File: src/hdl/scl_pkg.sv
`timescale 1ns / 1ps
// ----------------------------------------------------------------------------
// scl_pkg
// Shared types and constants of the scan collision speed limiter.
// ----------------------------------------------------------------------------
package scl_pkg;

  // Point coordinate width, 1/1024 m per step.
  localparam int unsigned CoordWidth = 16;
  // Width of one squared coordinate and of the corridor compare.
  localparam int unsigned SqWidth    = 2 * CoordWidth;
  localparam int unsigned CmpWidth   = ((CoordWidth > 16) ? CoordWidth : 16) + 1;

  localparam int unsigned DistWidth  = 32;
  localparam int unsigned RegWidth   = 15;
  localparam int unsigned VelWidth   = 16;
  localparam int unsigned WheelWidth = 20;

  localparam logic [RegWidth-1:0] StopRadiusReset   = 15'd1024;
  localparam logic [RegWidth-1:0] CorridorHalfReset = 15'd205;

  // Command queue between the classifier and the speed unit.
  localparam int unsigned QueueDepth = 4;
  localparam int unsigned QueuePtrW  = $clog2(QueueDepth);

  // ceil(2^32 / 100); exact for wheel numerators below 2^26.
  localparam logic [25:0] WheelRecip = 26'd42949673;

  typedef enum logic [1:0] {
    OpPoint    = 2'd0,
    OpEndCloud = 2'd1,
    OpVelocity = 2'd2,
    OpJoystick = 2'd3
  } op_e;

  typedef enum logic [0:0] {
    CfgStopRadius   = 1'b0,
    CfgCorridorHalf = 1'b1
  } cfg_idx_e;

  typedef struct packed {
    op_e                           operation;
    logic signed [CoordWidth-1:0]  point_x;
    logic signed [CoordWidth-1:0]  point_y;
    logic signed [VelWidth-1:0]    lin_velocity;
    logic signed [VelWidth-1:0]    ang_velocity;
  } in_item_t;

  typedef struct packed {
    logic signed [VelWidth-1:0]   out_linear;
    logic signed [VelWidth-1:0]   out_angular;
    logic signed [WheelWidth-1:0] left_wheel;
    logic signed [WheelWidth-1:0] right_wheel;
  } out_item_t;

  // A classified command: speeds and the committed distance on its side.
  typedef struct packed {
    logic signed [VelWidth-1:0] lin;
    logic signed [VelWidth-1:0] ang;
    logic [DistWidth-1:0]       dist_sq;
  } cmd_t;

  typedef struct packed {
    logic full;
    logic empty;
  } queue_status_t;

endpackage

File: src/hdl/scl_front.sv
`timescale 1ns / 1ps
// ----------------------------------------------------------------------------
// scl_front
// Accepts items, tracks the corridor minima and classifies commands.
// ----------------------------------------------------------------------------
module scl_front (
  input  logic                              clk_i,
  input  logic                              rst_ni,
  input  logic                              in_valid_i,
  output logic                              in_stall_o,
  input  scl_pkg::in_item_t                 in_item_i,
  input  logic [scl_pkg::RegWidth-1:0]      corridor_half_width_i,
  input  scl_pkg::queue_status_t            queue_status_i,
  output logic                              push_o,
  output scl_pkg::cmd_t                     cmd_o
);

  localparam int unsigned CW   = scl_pkg::CoordWidth;
  localparam int unsigned SqW  = scl_pkg::SqWidth;
  localparam int unsigned CmpW = scl_pkg::CmpWidth;
  localparam int unsigned DW   = scl_pkg::DistWidth;
  localparam int unsigned VW   = scl_pkg::VelWidth;
  localparam int unsigned ExtW = (SqW > DW) ? SqW : DW + 1;

  logic                   s1_valid_q;
  scl_pkg::op_e           s1_op_q;
  logic [SqW-1:0]         sq_x_q, sq_y_q;
  logic                   s1_counts_q, s1_ahead_q;
  logic signed [VW-1:0]   s1_lin_q, s1_ang_q;

  logic [DW-1:0] ahead_bld_q, behind_bld_q, ahead_cmt_q, behind_cmt_q;

  logic                   adv;
  logic signed [SqW-1:0]  prod_x, prod_y;
  logic signed [CmpW-1:0] y_ext, h_ext;
  logic signed [VW-1:0]   lin_adj, lin_half;
  logic                   is_cmd;
  logic [ExtW-1:0]        sum_ext;
  logic [DW-1:0]          pt_dist;

  assign is_cmd = (s1_op_q == scl_pkg::OpVelocity) || (s1_op_q == scl_pkg::OpJoystick);
  // The only back pressure is a command waiting on a full queue.
  assign adv        = !(s1_valid_q && is_cmd && queue_status_i.full);
  assign in_stall_o = !adv;

  always_comb begin
    prod_x   = in_item_i.point_x * in_item_i.point_x;
    prod_y   = in_item_i.point_y * in_item_i.point_y;
    y_ext    = CmpW'(in_item_i.point_y);
    h_ext    = $signed(CmpW'(corridor_half_width_i));
    // Joystick halving truncates toward zero.
    lin_adj  = in_item_i.lin_velocity + $signed({{(VW-1){1'b0}}, in_item_i.lin_velocity[VW-1]});
    lin_half = lin_adj >>> 1;
  end

  always_ff @(posedge clk_i or negedge rst_ni) begin
    if (!rst_ni) begin
      s1_valid_q <= 1'b0;
    end else if (adv) begin
      s1_valid_q <= in_valid_i;
    end
  end

  always_ff @(posedge clk_i) begin
    if (adv && in_valid_i) begin
      s1_op_q     <= in_item_i.operation;
      sq_x_q      <= $unsigned(prod_x);
      sq_y_q      <= $unsigned(prod_y);
      s1_counts_q <= (y_ext > -h_ext) && (y_ext < h_ext) && (in_item_i.point_x != '0);
      s1_ahead_q  <= !in_item_i.point_x[CW-1];
      s1_lin_q    <= (in_item_i.operation == scl_pkg::OpJoystick) ? lin_half
                                                                  : in_item_i.lin_velocity;
      s1_ang_q    <= in_item_i.ang_velocity;
    end
  end

  always_comb begin
    sum_ext = ExtW'(sq_x_q) + ExtW'(sq_y_q);
    pt_dist = (|sum_ext[ExtW-1:DW]) ? '1 : sum_ext[DW-1:0];
  end

  always_ff @(posedge clk_i or negedge rst_ni) begin
    if (!rst_ni) begin
      ahead_bld_q  <= '1;
      behind_bld_q <= '1;
      ahead_cmt_q  <= '1;
      behind_cmt_q <= '1;
    end else if (s1_valid_q && adv) begin
      case (s1_op_q)
        scl_pkg::OpPoint: begin
          if (s1_counts_q) begin
            if (s1_ahead_q) begin
              if (pt_dist < ahead_bld_q) ahead_bld_q <= pt_dist;
            end else begin
              if (pt_dist < behind_bld_q) behind_bld_q <= pt_dist;
            end
          end
        end
        scl_pkg::OpEndCloud: begin
          ahead_cmt_q  <= ahead_bld_q;
          behind_cmt_q <= behind_bld_q;
          ahead_bld_q  <= '1;
          behind_bld_q <= '1;
        end
        default: begin
        end
      endcase
    end
  end

  // Commands take the committed minimum here, in stream order with the commits.
  always_comb begin
    push_o      = s1_valid_q && is_cmd && adv;
    cmd_o.lin   = s1_lin_q;
    cmd_o.ang   = s1_ang_q;
    if (s1_lin_q > 0) begin
      cmd_o.dist_sq = ahead_cmt_q;
    end else if (s1_lin_q < 0) begin
      cmd_o.dist_sq = behind_cmt_q;
    end else begin
      cmd_o.dist_sq = '1;
    end
  end

endmodule

File: config.mk
export PLATFORM = sky130hd
export DESIGN_NAME = scl_front
export DESIGN_NICKNAME = d
export VERILOG_FILES = /design/src/hdl/scl_pkg.sv /design/src/hdl/scl_front.sv
export SDC_FILE = /design/constraint.sdc
export NUM_CORES = 2
export LEC_CHECK = 0
export ABC_AREA = 0
export ABC_CLOCK_PERIOD_IN_PS = 10600
export BUFFER_PORTS_ARGS = -buffer_cell sky130_fd_sc_hd__buf_2
export CAP_MARGIN = 25
export CORE_AREA = 2 2 255 194
export CTS_BUF_LIST = sky130_fd_sc_hd__clkbuf_16
export DETAILED_ROUTE_END_ITERATION = 6
export DIE_AREA = 0 0 257 196
export PLACE_DENSITY = 0.83
export SLEW_MARGIN = 30
export SYNTH_ARGS = -nofsm -noshare
export SYNTH_HDL_FRONTEND = slang
export SYNTH_SLANG_ARGS = --single-unit
File: constraint.sdc
create_clock -name clk_i -period 10.6 [get_ports clk_i]
set_input_delay 2.12 -clock clk_i [delete_from_list [all_inputs] [get_ports clk_i]]
set_output_delay 2.12 -clock clk_i [all_outputs]
set_load 0.02 [all_outputs]
Word level (Yosys, flattened, before mapping):

Index checks and enable logic that the tools add are counted.

* div/mod/pow operators: 0
* bitwise gates (word level): 0
* muxes and demuxes: 12
* order comparisons: 6
* equality and inequality tests: 9
* $mul: 2
* reductions and logical operators: 16
* add/subtract/negate cells: 3
* shift-type cells: 0

Operators with widths (count)
* $mux W32: 9
* $pmux W32 S2: 2
* $lt A32 B32 Y1: 2
* $mul A16 B16 Y32: 2
* $add A32 B32 Y33: 1
* $gt A16 B17 Y1: 1
* $neg A15 Y17: 1
* $add A16 B2 Y16: 1
* $gt A16 B1 Y1 const B: 1
* $lt A16 B1 Y1 const B: 1
* $lt A16 B16 Y1: 1
* $mux W16: 1
* $reduce_bool A16 Y1: 1
* $ne A2 B2 Y1 const B: 5
* $reduce_and A5 Y1: 2
* $logic_and A1 B1 Y1: 7
* $eq A2 B2 Y1 const B: 3
* $eq A2 B1 Y1 const B: 1
* $logic_not A1 Y1: 2
* $logic_not A2 Y1: 1
* $reduce_and A2 Y1: 1
* $reduce_bool A2 Y1: 1
* $logic_or A1 B1 Y1: 1

* bits in registers: 229
* bits in latches: 0
* ROM bits: 0
* memories kept: 0
* output and inout port bits: 66
* word-level logic and storage cells: 60
* input port bits: 86
* RAM bits: 0

Depth between registers and ports, before layout:

* word-level depth: 7
* depth in mapped cells: 24

Worst setup path before layout:

OpenSTA, ideal clock, no wires.

* kind: in2reg
* start point: input in_item_i[57] (netlist name)
* end point: register sq_x_q[31] (data pin)
* arrival time: 7.727 ns
* library setup time: 0.270 ns
* stages: 21
* path buffers: 2
* data required time: 10.330 ns
* slack: 2.604 ns
* cells stage by stage: clkbuf_1 clkbuf_1 nand2_1 fa_1 fa_1 fa_1 inv_1 fa_1 fa_1 inv_1 fa_1 inv_1 ha_1 a21oi_1 o21ai_1 a2111oi_2 o21bai_1 a21oi_2 o2111ai_1 a2111oi_0 nor3b_1

* cells in the longest elaborated chain, start to end: 1

RTL lines
* from (decl): RTL line scl_front.sv:11 `input scl_pkg::in_item_t in_item_i,`
* $mul A16 B16 Y32: RTL line scl_front.sv:47 `prod_x = in_item_i.point_x * in_item_i.point_x;`
* named net prod_x[31]: RTL line scl_front.sv:34 `logic signed [SqW-1:0] prod_x, prod_y;`
* to (signal assigned): RTL line scl_front.sv:67 `sq_x_q <= $unsigned(prod_x);`
* to (decl): RTL line scl_front.sv:27 `logic [SqW-1:0] sq_x_q, sq_y_q;`

The timed path passes the listed nets, and every way through them passes these cells.
A chain may end at the register's enable or synchronous reset.

Worst setup path after layout:

* start point: input in_item_i[47] (netlist name)
* end point: register sq_y_q[31] (data pin)

* cells in the longest elaborated chain, start to end: 1

RTL lines
* $mul A16 B16 Y32: RTL line scl_front.sv:48 `prod_y = in_item_i.point_y * in_item_i.point_y;`
* named net prod_y[31]: RTL line scl_front.sv:34
* to (signal assigned): RTL line scl_front.sv:68 `sq_y_q <= $unsigned(prod_y);`
* to (decl): RTL line scl_front.sv:27

The timed path passes the listed nets, and every way through them passes these cells.

==> out/summary.txt <==
Status: complete, no violations
CP endpoint kind: flip-flop
Final ANT Viol Nets: 0
Flip-flop and latch count after synthesis: 227
GRT overflow: 0
Skew final: 0.0212 ns
Worst relative slew slack: 39.2%
Per-cell routed wire length: 16.7 um
Die W: 257 um
Post-CTS sizing: 0
Total negative setup slack: 0 ns
Detailed placer's ending HPWL: 53,300 um
CTS sink count: 227
Synth-to-Final Area Change: 6.55%
H-tree depth: 1
Post-Layout Cell Count: 4,019
Number of synthesized flops with an enable pin: 98
Unrepaired setup endpoints after global routing: false
Max_cap viols: 0
Initial Utilization: 63.9%
Placement Rows: 70
Synthesized net count: 4,120
Kind of critical path: in2reg
Critical path fanouts, max: 24
DR pass1 iterations: 6
Cts hold-fix bufs: 0
I/O Buffers: 150
Die ar.: 0.0504 mm^2
DRC viols: 0
# diodes: 0
Final Critical Period: 8.47 ns
Mapped Avg Cell Area: 9.41 um^2
I/O pin count: 152
Final WL: 67,100 um
Hold crit path type: reg2reg
Final Net Count: 4,206
Antenna violations before repair: 1
Core box area: 0.0481 mm^2
Primary FF master, synth: dfstp_2
Die height: 196 um
Via count: 22.3k
Synth warn: 0
Clk Latency, worst-skew pair: 0.54 ns
Startpoint Class: primary input
CTS Buffer Depth: 3
Post-synth cell types: 75
Syn Inst Count: 3,265
Vias in the first global route: 23.5k
Worst-path clk slew: 0.06 ns
Cell area after layout: 0.0327 mm^2
Post-place instance area: 0.0319 mm^2
TritonCTS buffer count: 26
Root Driver: clkbuf_16
Via-to-Cell Ratio: 5.56
Period utilization: 79.9%
Ys async rst share: 56.8%
Largest net degree at the start of global routing: 88
Synth Cell Area: 0.0307 mm^2
Fin. Hold Viols: 0
Sequential element share of the synthesized area: 20.6%
Placed insts: 3,971
Starting DRT DRC Count: 1,769
Fin. max-slew vios: 0
Worst EP required: 10.87 ns
Final GP Congestion: 0.938
CTS tree: built
Post-CTS setup buffers: 0
Achievable Freq: 118 MHz
CP Data Arrival Time: 8.74 ns
Fraction of layout cells with a size suffix above 1: 11.2%
First-pass GRT wire length: 114,000 um
Setup violations, final: 0
Slew @ Worst Pin: 0.911 ns
GRT Total Usage: 27.7%
==> cells by family (layout without fill, tap and decap cells) <==
logic type | after synthesis | in the layout | synth area share [%]
buffers and inverters | 867 | 973 | 10.9
AND/OR/NAND/NOR | 794 | 794 | 11.9
adder cells (fa/ha/maj) | 769 | 769 | 42.7
AO/OA/AOI/OAI | 472 | 472 | 9.88
flip-flops | 227 | 227 | 20.6
XOR/XNOR | 122 | 122 | 3.48
multiplexers | 14 | 14 | 0.497
==> routing by layer <==
layer	track usage, %	routed length [um]	up-vias
met4	7.13	1540	2
met2	45.8	31900	693
met5	0	13	-
li1	-	-	10400
met1	39.1	29500	11100
met3	3.67	4140	119
==> path summary, 6_finish.rpt <==
check                          startpoint         endpoint  slack, ns  depth (start not counted)
min in group asynchronous          rst_ni  behind_cmt_q[9]       1.90                          1
hold reg to reg            ahead_cmt_q[0]   ahead_cmt_q[0]       0.47                          2
max in group asynchronous          rst_ni       s1_valid_q       7.94                          2
setup reg to reg                sq_y_q[4]  behind_bld_q[1]       4.70                         19
setup / recovery            in_item_i[47]       sq_y_q[31]       2.13                         21
hold / removal             ahead_cmt_q[0]   ahead_cmt_q[0]       0.47                          2
==> worst max-delay path, stage by stage <==
cell and delay (ns):
buf_2 0.41, inv_1 0.08, buf_4 0.22, nor2_1 0.25, fa_1 0.62, fa_1 0.93
fa_1 0.54, fa_1 0.50, fa_1 0.49, inv_1 0.06, fa_1 0.47, inv_1 0.04
ha_1 0.35, and3_1 0.20, nand2_1 0.11, nor3_1 0.19, o21ai_0 0.21, a21oi_1 0.30
o21a_1 0.19, nor4_1 0.05, a311o_1 0.36
==> through the flow <==
| stage | utilization, % | hold slack (ns) | setup WS [ns] |
|---|---|---|---|
| 3_3_place_gp | 66.3 | 0.449 | 1.88 |
| 5_1_grt | 68.1 | 0.492 | 1.87 |
| 3_5_place_dp | 66.3 | 0.455 | 1.66 |
| 4_1_cts | 68.1 | 0.463 | 2.18 |
| 6_report | 68.1 | 0.470 | 2.13 |
| 2_1_floorplan | - | 0.439 | 2.60 |
==> state kept, by name (all words and copies together) (netlist names) <==
name	cells
ahead_bld_q	32
ahead_cmt_q	32
behind_bld_q	32
behind_cmt_q	32
s1_ahead_q	1
s1_ang_q	16
s1_counts_q	1
s1_lin_q	16
s1_op_q	2
s1_valid_q	1
sq_x_q	31
sq_y_q	31
==> Yosys cell counts, types with 6 or more instances <==
cell | n | area share (%)
fa_1 | 467 | 30
or3_1 | 6 | 0.12
xor2_1 | 31 | 0.88
and2_1 | 84 | 1.7
nand3_1 | 32 | 0.52
ha_1 | 302 | 12
a31o_2 | 12 | 0.34
and4_1 | 19 | 0.54
nand2_1 | 302 | 3.7
o211ai_1 | 10 | 0.24
o21bai_1 | 17 | 0.42
a211oi_1 | 21 | 0.51
dfstp_2 | 128 | 11
and3_1 | 12 | 0.24
a21o_1 | 42 | 1.0
o21ai_0 | 113 | 1.8
xnor2_1 | 91 | 2.6
nand4_1 | 24 | 0.49
a21oi_2 | 16 | 0.46
edfxtp_1 | 98 | 9.6
clkbuf_1 | 76 | 0.93
or2_2 | 6 | 0.12
buf_1 | 8 | 0.098
o21a_1 | 23 | 0.56
nor2b_1 | 21 | 0.43
nor3_1 | 30 | 0.49
nor2_1 | 214 | 2.6
nor4_1 | 15 | 0.31
nand2b_1 | 21 | 0.43
mux2i_1 | 10 | 0.33
inv_1 | 766 | 9.4
a31oi_1 | 38 | 0.77
a21oi_1 | 123 | 2.0
buf_6 | 11 | 0.40
==> layout by cell type (no fill, tap or decap), types with 91 or more instances in the layout <==
master    count
nor2_1      214
inv_1       768
buf_2       149
edfxtp_1     98
a21oi_1     123
ha_1        302
nand2_1     301
o21ai_0     113
fa_1        467
dfstp_2     128
xnor2_1      91
==> final cells by class <==
cell class              instances  area, um^2
clock buffers                  26         651
clock inverters                22         194
fillers                      3661       15300
inverters                     766        2880
multi-input cells            2171       21100
flip-flops and latches        227        6330
well taps                     648         811
repair buffers                159         825
Power is not shown: default switching activity piles up to over one toggle a cycle in this logic, so the estimate is an artifact.
