`config.mk`:
```
export PLATFORM = sky130hd
export DESIGN_NAME = scl_cmd_queue
export DESIGN_NICKNAME = d
export VERILOG_FILES = /design/src/hdl/scl_pkg.sv /design/src/hdl/scl_cmd_queue.sv
export SDC_FILE = /design/constraint.sdc
export NUM_CORES = 1
export LEC_CHECK = 0
export ABC_AREA = 1
export BUFFER_PORTS_ARGS = -buffer_cell sky130_fd_sc_hd__buf_2
export CELL_PAD_IN_SITES_DETAIL_PLACEMENT = 0
export CELL_PAD_IN_SITES_GLOBAL_PLACEMENT = 1
export CORE_MARGIN = 2
export CORE_UTILIZATION = 43
export CTS_CLUSTER_DIAMETER = 50
export DETAILED_ROUTE_END_ITERATION = 10
export PLACE_DENSITY_LB_ADDON = 0.1
export SYNTH_ARGS = -nofsm -noshare
export SYNTH_HDL_FRONTEND = slang
export SYNTH_SLANG_ARGS = --single-unit
```
`constraint.sdc`:
```
create_clock -name clk_i -period 2.5 [get_ports clk_i]
set_clock_uncertainty 0.05 [all_clocks]
set_input_delay 0.375 -clock clk_i [delete_from_list [all_inputs] [get_ports clk_i]]
set_output_delay 0.375 -clock clk_i [all_outputs]
set_load 0.1 [all_outputs]
```
`src/hdl/scl_pkg.sv`:
```
`timescale 1ns / 1ps
// ----------------------------------------------------------------------------
// scl_pkg
// Shared types and constants of the scan collision speed limiter.
// ----------------------------------------------------------------------------
package scl_pkg;

  // Point coordinate width, 1/1024 m per step.
  localparam int unsigned CoordWidth = 16;
  // Width of one squared coordinate and of the corridor compare.
  localparam int unsigned SqWidth    = 2 * CoordWidth;
  localparam int unsigned CmpWidth   = ((CoordWidth > 16) ? CoordWidth : 16) + 1;

  localparam int unsigned DistWidth  = 32;
  localparam int unsigned RegWidth   = 15;
  localparam int unsigned VelWidth   = 16;
  localparam int unsigned WheelWidth = 20;

  localparam logic [RegWidth-1:0] StopRadiusReset   = 15'd1024;
  localparam logic [RegWidth-1:0] CorridorHalfReset = 15'd205;

  // Command queue between the classifier and the speed unit.
  localparam int unsigned QueueDepth = 4;
  localparam int unsigned QueuePtrW  = $clog2(QueueDepth);

  // ceil(2^32 / 100); exact for wheel numerators below 2^26.
  localparam logic [25:0] WheelRecip = 26'd42949673;

  typedef enum logic [1:0] {
    OpPoint    = 2'd0,
    OpEndCloud = 2'd1,
    OpVelocity = 2'd2,
    OpJoystick = 2'd3
  } op_e;

  typedef enum logic [0:0] {
    CfgStopRadius   = 1'b0,
    CfgCorridorHalf = 1'b1
  } cfg_idx_e;

  typedef struct packed {
    op_e                           operation;
    logic signed [CoordWidth-1:0]  point_x;
    logic signed [CoordWidth-1:0]  point_y;
    logic signed [VelWidth-1:0]    lin_velocity;
    logic signed [VelWidth-1:0]    ang_velocity;
  } in_item_t;

  typedef struct packed {
    logic signed [VelWidth-1:0]   out_linear;
    logic signed [VelWidth-1:0]   out_angular;
    logic signed [WheelWidth-1:0] left_wheel;
    logic signed [WheelWidth-1:0] right_wheel;
  } out_item_t;

  // A classified command: speeds and the committed distance on its side.
  typedef struct packed {
    logic signed [VelWidth-1:0] lin;
    logic signed [VelWidth-1:0] ang;
    logic [DistWidth-1:0]       dist_sq;
  } cmd_t;

  typedef struct packed {
    logic full;
    logic empty;
  } queue_status_t;

endpackage

```
`src/hdl/scl_cmd_queue.sv`:
```
`timescale 1ns / 1ps
// ----------------------------------------------------------------------------
// scl_cmd_queue
// Short first-in first-out queue of classified commands.
// ----------------------------------------------------------------------------
module scl_cmd_queue (
  input  logic                   clk_i,
  input  logic                   rst_ni,
  input  logic                   push_i,
  input  scl_pkg::cmd_t          data_i,
  input  logic                   pop_i,
  output scl_pkg::cmd_t          data_o,
  output scl_pkg::queue_status_t status_o
);

  localparam int unsigned Depth = scl_pkg::QueueDepth;
  localparam int unsigned PtrW  = scl_pkg::QueuePtrW;

  scl_pkg::cmd_t   entry_q [Depth];
  logic [PtrW-1:0] wr_ptr_q, rd_ptr_q;
  logic [PtrW:0]   count_q;

  assign status_o.full  = (count_q == (PtrW+1)'(Depth));
  assign status_o.empty = (count_q == '0);
  assign data_o         = entry_q[rd_ptr_q];

  always_ff @(posedge clk_i or negedge rst_ni) begin
    if (!rst_ni) begin
      wr_ptr_q <= '0;
      rd_ptr_q <= '0;
      count_q  <= '0;
    end else begin
      if (push_i) wr_ptr_q <= wr_ptr_q + 1'b1;
      if (pop_i)  rd_ptr_q <= rd_ptr_q + 1'b1;
      if (push_i && !pop_i) begin
        count_q <= count_q + 1'b1;
      end else if (pop_i && !push_i) begin
        count_q <= count_q - 1'b1;
      end
    end
  end

  always_ff @(posedge clk_i) begin
    if (push_i) entry_q[wr_ptr_q] <= data_i;
  end

endmodule

```
======== Word level (Yosys, flattened, before mapping) ========
Memories as Yosys holds them, arrays and structs flattened.
Cells that the tools add are included.
operators by class
  add/subtract/negate cells ............... 4
  multipliers ............................. 0
  divide/modulo/power cells ............... 0
  $lt $le $gt $ge ......................... 0
  equal/unequal tests ..................... 1
  shift operators ......................... 0
  muxes and demuxes ....................... 4
  bitwise operators ....................... 0
  reductions and logical operators ........ 6
operator list
  kind                                              number
  two-way mux 3 bit                                 2
  adder 2 x 1 -> 2 bit, second input constant       2
  adder 3 x 1 -> 3 bit, second input constant       1
  == test 3 bit, second input constant              1
  zero test 3 bit                                   1
  subtractor 3 x 1 -> 3 bit, second input constant  1
  logical AND 1 bit                                 2
  zero test 1 bit                                   2
  two-way mux 1 bit                                 2
  nonzero test 2 bit                                1
storage, ports and cells
  register bits ........................... 7
  latch bits .............................. 0
  memory bits (writable) .................. 256
  bits in read-only memories .............. 0
  bits of input ports ..................... 68
  output and inout bits ................... 66
  word-level logic and storage cells ...... 19
  memories kept ........................... 1
memory list
  name     depth  width  read ports  clocked after memory_dff  write ports  RTL line             text
  entry_q  4      64     1           0                         1            scl_cmd_queue.sv:19  scl_pkg::cmd_t entry_q [Depth];

======== Longest topological paths before layout ========
Gate-level depths: netlist of the first run.
  depth after elaboration ................. 4
  gate-level depth with buffers ........... 9
  depth with buffers taken out ............ 9

======== Worst setup path after synthesis of the first run ========
Ideal clock, no wire load.
  path kind ............................... flip-flop to output port
  start point ............................. register count_q[0]
  end point ............................... output port status_o[0] (netlist name)
  arrival ................................. 2.504 ns
  required time ........................... 2.075 ns
  setup slack ............................. -0.429 ns
  stages on the path, launching flop included .. 2
  path buffers ............................ 0
  cell sequence ........................... dfrtp_1 -> nor3_1
RTL lines
  element                 RTL line             text
  from (decl)             scl_cmd_queue.sv:21  logic [PtrW:0] count_q;
  from (signal assigned)  scl_cmd_queue.sv:36  count_q <= count_q + 1'b1;
  from (signal assigned)  scl_cmd_queue.sv:38  count_q <= count_q - 1'b1;
  to (decl)               scl_cmd_queue.sv:13  output scl_pkg::queue_status_t status_o

==> qor.csv, run 1 <==
metric,value,unit
status,"complete, no violations",
mean post-synth cell area,13.7,um2
Final Hold Vio Count,0,
WL per Instance,16.5,um
Die Area,0.0266,mm2
num rows,58,
Ys Warns,0,
vias in the first global route,6418,
Startpoint Class,register,
Synth Flop Type,edfxtp_1,
largest net degree at the start of global routing,83,
Final Wtd Congestion,0.739,
Critical Path Fanout Max,68,
kind of critical path,register to output pin,
register area,0.00787,mm2
gr ovfl total,0,
Clock Tree Buf Depth,3,
PortBufs,133,
worst hold-check path type,input port to register,
1st-iter DRT viols,282,
DP HPWL,12.7,mm
Skew-Pair Late Insertion Delay,0.49,ns
CTS Buf Count,34,
cell mode on critical path,nand2_1,
Post-Route WL,21.4,mm
final-report setup violation count,0,
Max-cap violations,0,
first-pass GRT wire length,33.6,mm
initial antenna violation count,3,
Total Nets Final,1012,
CTS tree,yes,
fmax,413,MHz
Core Box Area,0.0250,mm2
Final period util,96.7,%
Starting Density,43.4,%
cell area after synthesis,0.0109,mm2
GRT Total Usage,16.4,%
Die Span X,163,um
remaining design rule violation count,0,
Final Util,51.9,%
CTS sink cnt,263,
register area share after synthesis,72.3,%
Post-synth EDFFs,256,
Via Count,6279,
worst-margin pin slew,0.612,ns
htree depth,2,
CP Data Required Time,2.08,ns
Synth Instances,795,
Crit path arrival time,1.99,ns
relative slew slack,59.2,%
num ports,134,
Slew Limit Fails,0,
Layout area overhead,19.6,%
Yosys reg bits,263,
DR pass1 iterations,4,
die extent in y,163,um
CTS Root Cell,clkbuf_16,
library cells used by synthesis,19,
Worst-path clk slew,0.06,ns
placed cells,1231,
Post-synth ARST share,2.66,%
area of the multi-input gates,0.00209,mm2
Syn Nets,869,
CP Capture Type,output pin,
Layout Cells excl Fill,1293,
Fillers,2150,
crit path cell chain,buf_12 -> nand2_1 -> o211ai_1 -> nand2_1 -> buf_2,
Tmin final,2.42,ns
slowest cell delay on critical path,0.54,ns
number of vias per cell,4.86,
ANT nets after route,0,
layout cells sized above 1,25.5,%
"Slowest-stage cell, CP",dfrtp_4,
-- critical path: cells and delay by family, from the launching register on --
kind	cells	cell delay, ns
simple gates	2	0.21
buf+inv	2	0.64
flops	1	0.54
compound gates	1	0.08
-- cell usage in the layout (no fill, tap or decap), types with 3 or more instances in the layout --
master     instances
edfxtp_1         256
nand2_1          205
inv_1            135
buf_2            102
o211ai_1          85
o211ai_2          43
clkbuf_16         37
clkbuf_4          31
clkbuf_1           9
buf_12             9
clkinv_1           6
buf_4              6
ha_1               5
dfrtp_1            5
clkinv_2           4
inv_2              4
xor2_1             3
-- logic make-up after synthesis --
group	share of synthesized area, %
compound gates	10.9
xor+xnor	0.322
fa+ha+maj	0.760
buf+inv	8.47
flops	72.3
simple gates	7.27
-- flip-flops by register name, summed over array words and instances (netlist names) --
register and count:
entry_q 256, count_q 3, rd_ptr_q 2, wr_ptr_q 2
-- final timing paths --
path,cells after the start,from,to,slack [ns]
worst max register to register,5,wr_ptr_q[1]$_DFFE_PN0P_,entry_q[1][58]$_DFFE_PP_,0.78
worst min-delay path,1,data_i[43],entry_q[1][43]$_DFFE_PP_,0.05
worst max-delay path,5,rd_ptr_q[0]$_DFFE_PN0P_,data_o[17],0.08
min in group asynchronous,2,rst_ni,count_q[0]$_DFFE_PN0P_,0.20
max in group asynchronous,2,rst_ni,rd_ptr_q[0]$_DFFE_PN0P_,2.01
worst min register to register,2,count_q[2]$_DFFE_PN0P_,count_q[2]$_DFFE_PN0P_,0.48
-- final cells by class --
type	instances	area share [%]
inverter	140	4.05
tap	330	3.18
clock inverter	13	0.866
antenna	1	0.0192
sequential	263	60.5
clock buffer	47	7.49
multi-input combinational	348	16.1
timing repair buffer	151	7.82
-- cell usage after synthesis, drive strengths merged (2+ instances only) --
library cell | n | area (um2)
o211ai | 128 | 1180
ha | 5 | 62.6
edfxtp | 256 | 7690
inv | 140 | 526
xor2 | 3 | 26.3
dfrtp | 7 | 175
buf | 43 | 392
nor3 | 2 | 10.0
nand2 | 205 | 769
-- per-layer routing --
layer  up-vias  global-route usage (%)  part of all wire [%]
li1       3050                       -                     -
met1      3044                    19.6                    41
met2       139                    29.0                    51
met3        42                    4.29                   5.7
met4         4                    5.43                   2.3
met5         -                       0                 0.084
-- metrics by stage --
step	instance area [um2]	setup WS (ns)	hold slack (ns)	TNS [ns]
after floorplan	10900	-0.429	0.0294	-0.857
after global placement	11800	0.512	0.172	0
after detailed placement	11800	0.498	0.174	0
after global routing	13000	-0.00366	0.0292	-0.0117
final	13000	0.0813	0.0473	0
after CTS	12900	0.00125	0.0233	0
-- repair_timing --
action | CTS | global route
setup buffers | 0 | 0
cloned | 0 | 0
hold endpoints to repair | 7 | 0
hold buffers | 1 | 0
setup endpoints to repair | 5 | 28
pin swaps | 0 | 0
resized for setup | 1 | 32
Power of run 1 is left out: the tool's default activity adds up to more than one toggle a clock period on the data nets, which glitch-free logic cannot reach.
==> run 2: changes to the inputs <==
--- a/config.mk
+++ b/config.mk
@@ -7,13 +7,14 @@
 export LEC_CHECK = 0
 export ABC_AREA = 1
 export BUFFER_PORTS_ARGS = -buffer_cell sky130_fd_sc_hd__buf_2
-export CELL_PAD_IN_SITES_DETAIL_PLACEMENT = 0
+export CELL_PAD_IN_SITES_DETAIL_PLACEMENT = 1
 export CELL_PAD_IN_SITES_GLOBAL_PLACEMENT = 1
 export CORE_MARGIN = 2
 export CORE_UTILIZATION = 43
-export CTS_CLUSTER_DIAMETER = 50
+export CTS_CLUSTER_DIAMETER = 40
 export DETAILED_ROUTE_END_ITERATION = 10
 export PLACE_DENSITY_LB_ADDON = 0.1
 export SYNTH_ARGS = -nofsm -noshare
 export SYNTH_HDL_FRONTEND = slang
 export SYNTH_SLANG_ARGS = --single-unit
+export TNS_END_PERCENT = 100
==> run 2 against run 1 <==
  * Cell area up 2.0%
  * Maximum frequency rose by 0.14%
  * Count of clock-buffer cells in the layout up 1
  * Hold slack lost 0.015 ns
  * Non-clock buffer count unchanged
  * Via count grew 2.7%
  * Utilization increased by 1.0 points
  * Global-route usage up 2.0 points
  * First-iteration DRC count rose by 0.71%
  * Worst setup slack better by 0.0033 ns
  * Largest cell class unchanged
  * Highest routed layer unchanged
==> qor.csv, run 2 (synthesized netlist as in run 1, its figures left out) <==
metric,value,unit,change
worst setup path startpoint,rd_ptr_q[0]$_DFFE_PN0P_,,
htree depth,2,,unchanged
Layout area overhead,22.0,%,
Hold Startpoint,data_i[43],,
max reg flops,256,,unchanged
Starting Density,43.4,%,unchanged
Final period util,96.6,%,-0.13 points
relative slew slack,59.5,%,+0.34 points
Max-cap violations,0,,unchanged
first-pass GRT wire length,37.7,mm,+12%
Final Hold Vio Count,0,,unchanged
DR pass1 iterations,4,,unchanged
CP Capture Type,output pin,,
Fillers,2535,,+18%
total negative slack,0,ns,unchanged
kind of critical path,register to output pin,,
number of vias per cell,4.94,,+1.7%
CTS sink cnt,263,,unchanged
hold-critical path depth,1,,unchanged
num ports,134,,unchanged
area of the multi-input gates,0.00209,mm2,unchanged
Startpoint Class,register,,
ANT nets after route,0,,unchanged
most flop-heavy register,entry_q,,
Crit path arrival time,1.99,ns,about the same
worst hold-check path type,input port to register,,
Skew-Pair Late Insertion Delay,0.50,ns,about the same
Core Box Area,0.0250,mm2,unchanged
Post-CTS Setup Repair Bufs,0,,unchanged
remaining design rule violation count,0,,unchanged
slack of the critical path,0.0846,ns,+0.00329 ns
num rows,58,,unchanged
fmax,414,MHz,+0.14%
CTS Root Cell,clkbuf_16,,
GRT Total Usage,18.4,%,+2.0 points
largest net degree at the start of global routing,83,,unchanged
DP HPWL,14.5,mm,+14%
Die Area,0.0266,mm2,unchanged
PortBufs,133,,unchanged
1st-iter DRT viols,284,,+0.71%
pre-CTS setup slack,0.485,ns,-0.0127 ns
"commonest non-fill, non-tap cell in the layout",edfxtp_1,,
Total Nets Final,1017,,+0.49%
WL per Instance,18.2,um,+9.8%
initial antenna violation count,4,,+1
worst-margin pin slew,0.607,ns,-0.00513 ns
gr ovfl total,0,,unchanged
register area,0.00787,mm2,unchanged
CTS Buf Count,39,,+15%
Hold EP,entry_q[1][43]$_DFFE_PP_,,
vias in the first global route,7163,,+12%
status,"complete, no violations",,
hold_ws,0.0319,ns,-0.0153 ns
Worst-path clk slew,0.05,ns,about the same
Slew Limit Fails,0,,unchanged
Via Count,6448,,+2.7%
final-report setup violation count,0,,unchanged
CTS tree,yes,,
Tmin final,2.42,ns,-0.00329 ns
die extent in y,163,um,unchanged
Clock Tree Buf Depth,3,,unchanged
reg-to-reg startpoint,wr_ptr_q[0]$_DFFE_PN0P_,,
CP Data Required Time,2.08,ns,about the same
RSZ-0062 raised after global routing,true,,
Die Span X,163,um,unchanged
minimum setup slack among reg-to-reg paths,0.75,ns,-0.03 ns
Largest regs,"entry_q x256, count_q x3",,
Final Wtd Congestion,0.739,,unchanged
worst reg-to-reg path cell count,5,,unchanged
layout cells sized above 1,26.4,%,+0.95 points
Post-Route WL,23.7,mm,+11%
most frequent cells in the layout,"edfxtp_1 (256), nand2_1 (205), inv_1 (135)",,
Critical Path Fanout Max,60,,-12%
reg2reg end,entry_q[0][22]$_DFFE_PP_,,
## run 2: changes by cell type in the layout (fill, tap and decap cells not counted), sizes merged
cell	change
clkinv	+2
inv	+3
bufinv	+5
diode	+1
clkbuf	+9
buf	-8
## run 2: repair_timing
action                     CTS  global route
setup endpoints to repair   27            39
hold buffers                 1             0
hold endpoints to repair     7             0
resized for setup            9            39
## run 2: worst max-delay path: stages, from the launching register on
cell and delay [ns]:
dfrtp_4 0.53, buf_12 0.21, nand2_1 0.11, o211ai_1 0.09, nand2_1 0.09, buf_2 0.42
## run 2: stage by stage
| step | cell area, um2 | std cells | utilization [%] |
|---|---|---|---|
| after floorplan | 10900 | 795 | - |
| after CTS | 13200 | 1303 | 52.6 |
| after detailed placement | 11800 | 1231 | 47.2 |
| after global routing | 13300 | 1304 | 53.0 |
| after global placement | 11800 | 1231 | 47.2 |
| final | 13300 | 1305 | 53.0 |
## run 2: how the worst max path moves through the flow
| stage | to | slack (ns) | cells past startpoint |
|---|---|---|---|
| floorplan | status_o[0] | -0.43 | 1 |
| global placement | data_o[10] | 0.51 | 4 |
| detailed placement | data_o[17] | 0.48 | 4 |
| CTS | data_o[45] | 0.006 | 4 |
| global route | data_o[38] | -0.05 | 5 |
| finish | data_o[18] | 0.08 | 5 |
## run 2: final cells by class
class | count | share of cell area, %
Antenna cell | 2 | 0.0377
Clock buffer | 48 | 7.61
Clock inverter | 23 | 2.26
Tap cell | 330 | 3.11
Multi-Input combinational cell | 348 | 15.8
Sequential cell | 263 | 59.3
Timing Repair Buffer | 151 | 7.92
Inverter | 140 | 3.97
## run 2: metal layers
metal	vias to the layer above	track usage, %	part of all wire, %
met5	-	0	0.13
met4	4	5.07	1.7
met3	34	4.67	5.1
met2	132	34.0	54
met1	3208	21.1	39
li1	3070	-	-
Power of run 2 is left out for the same reason.
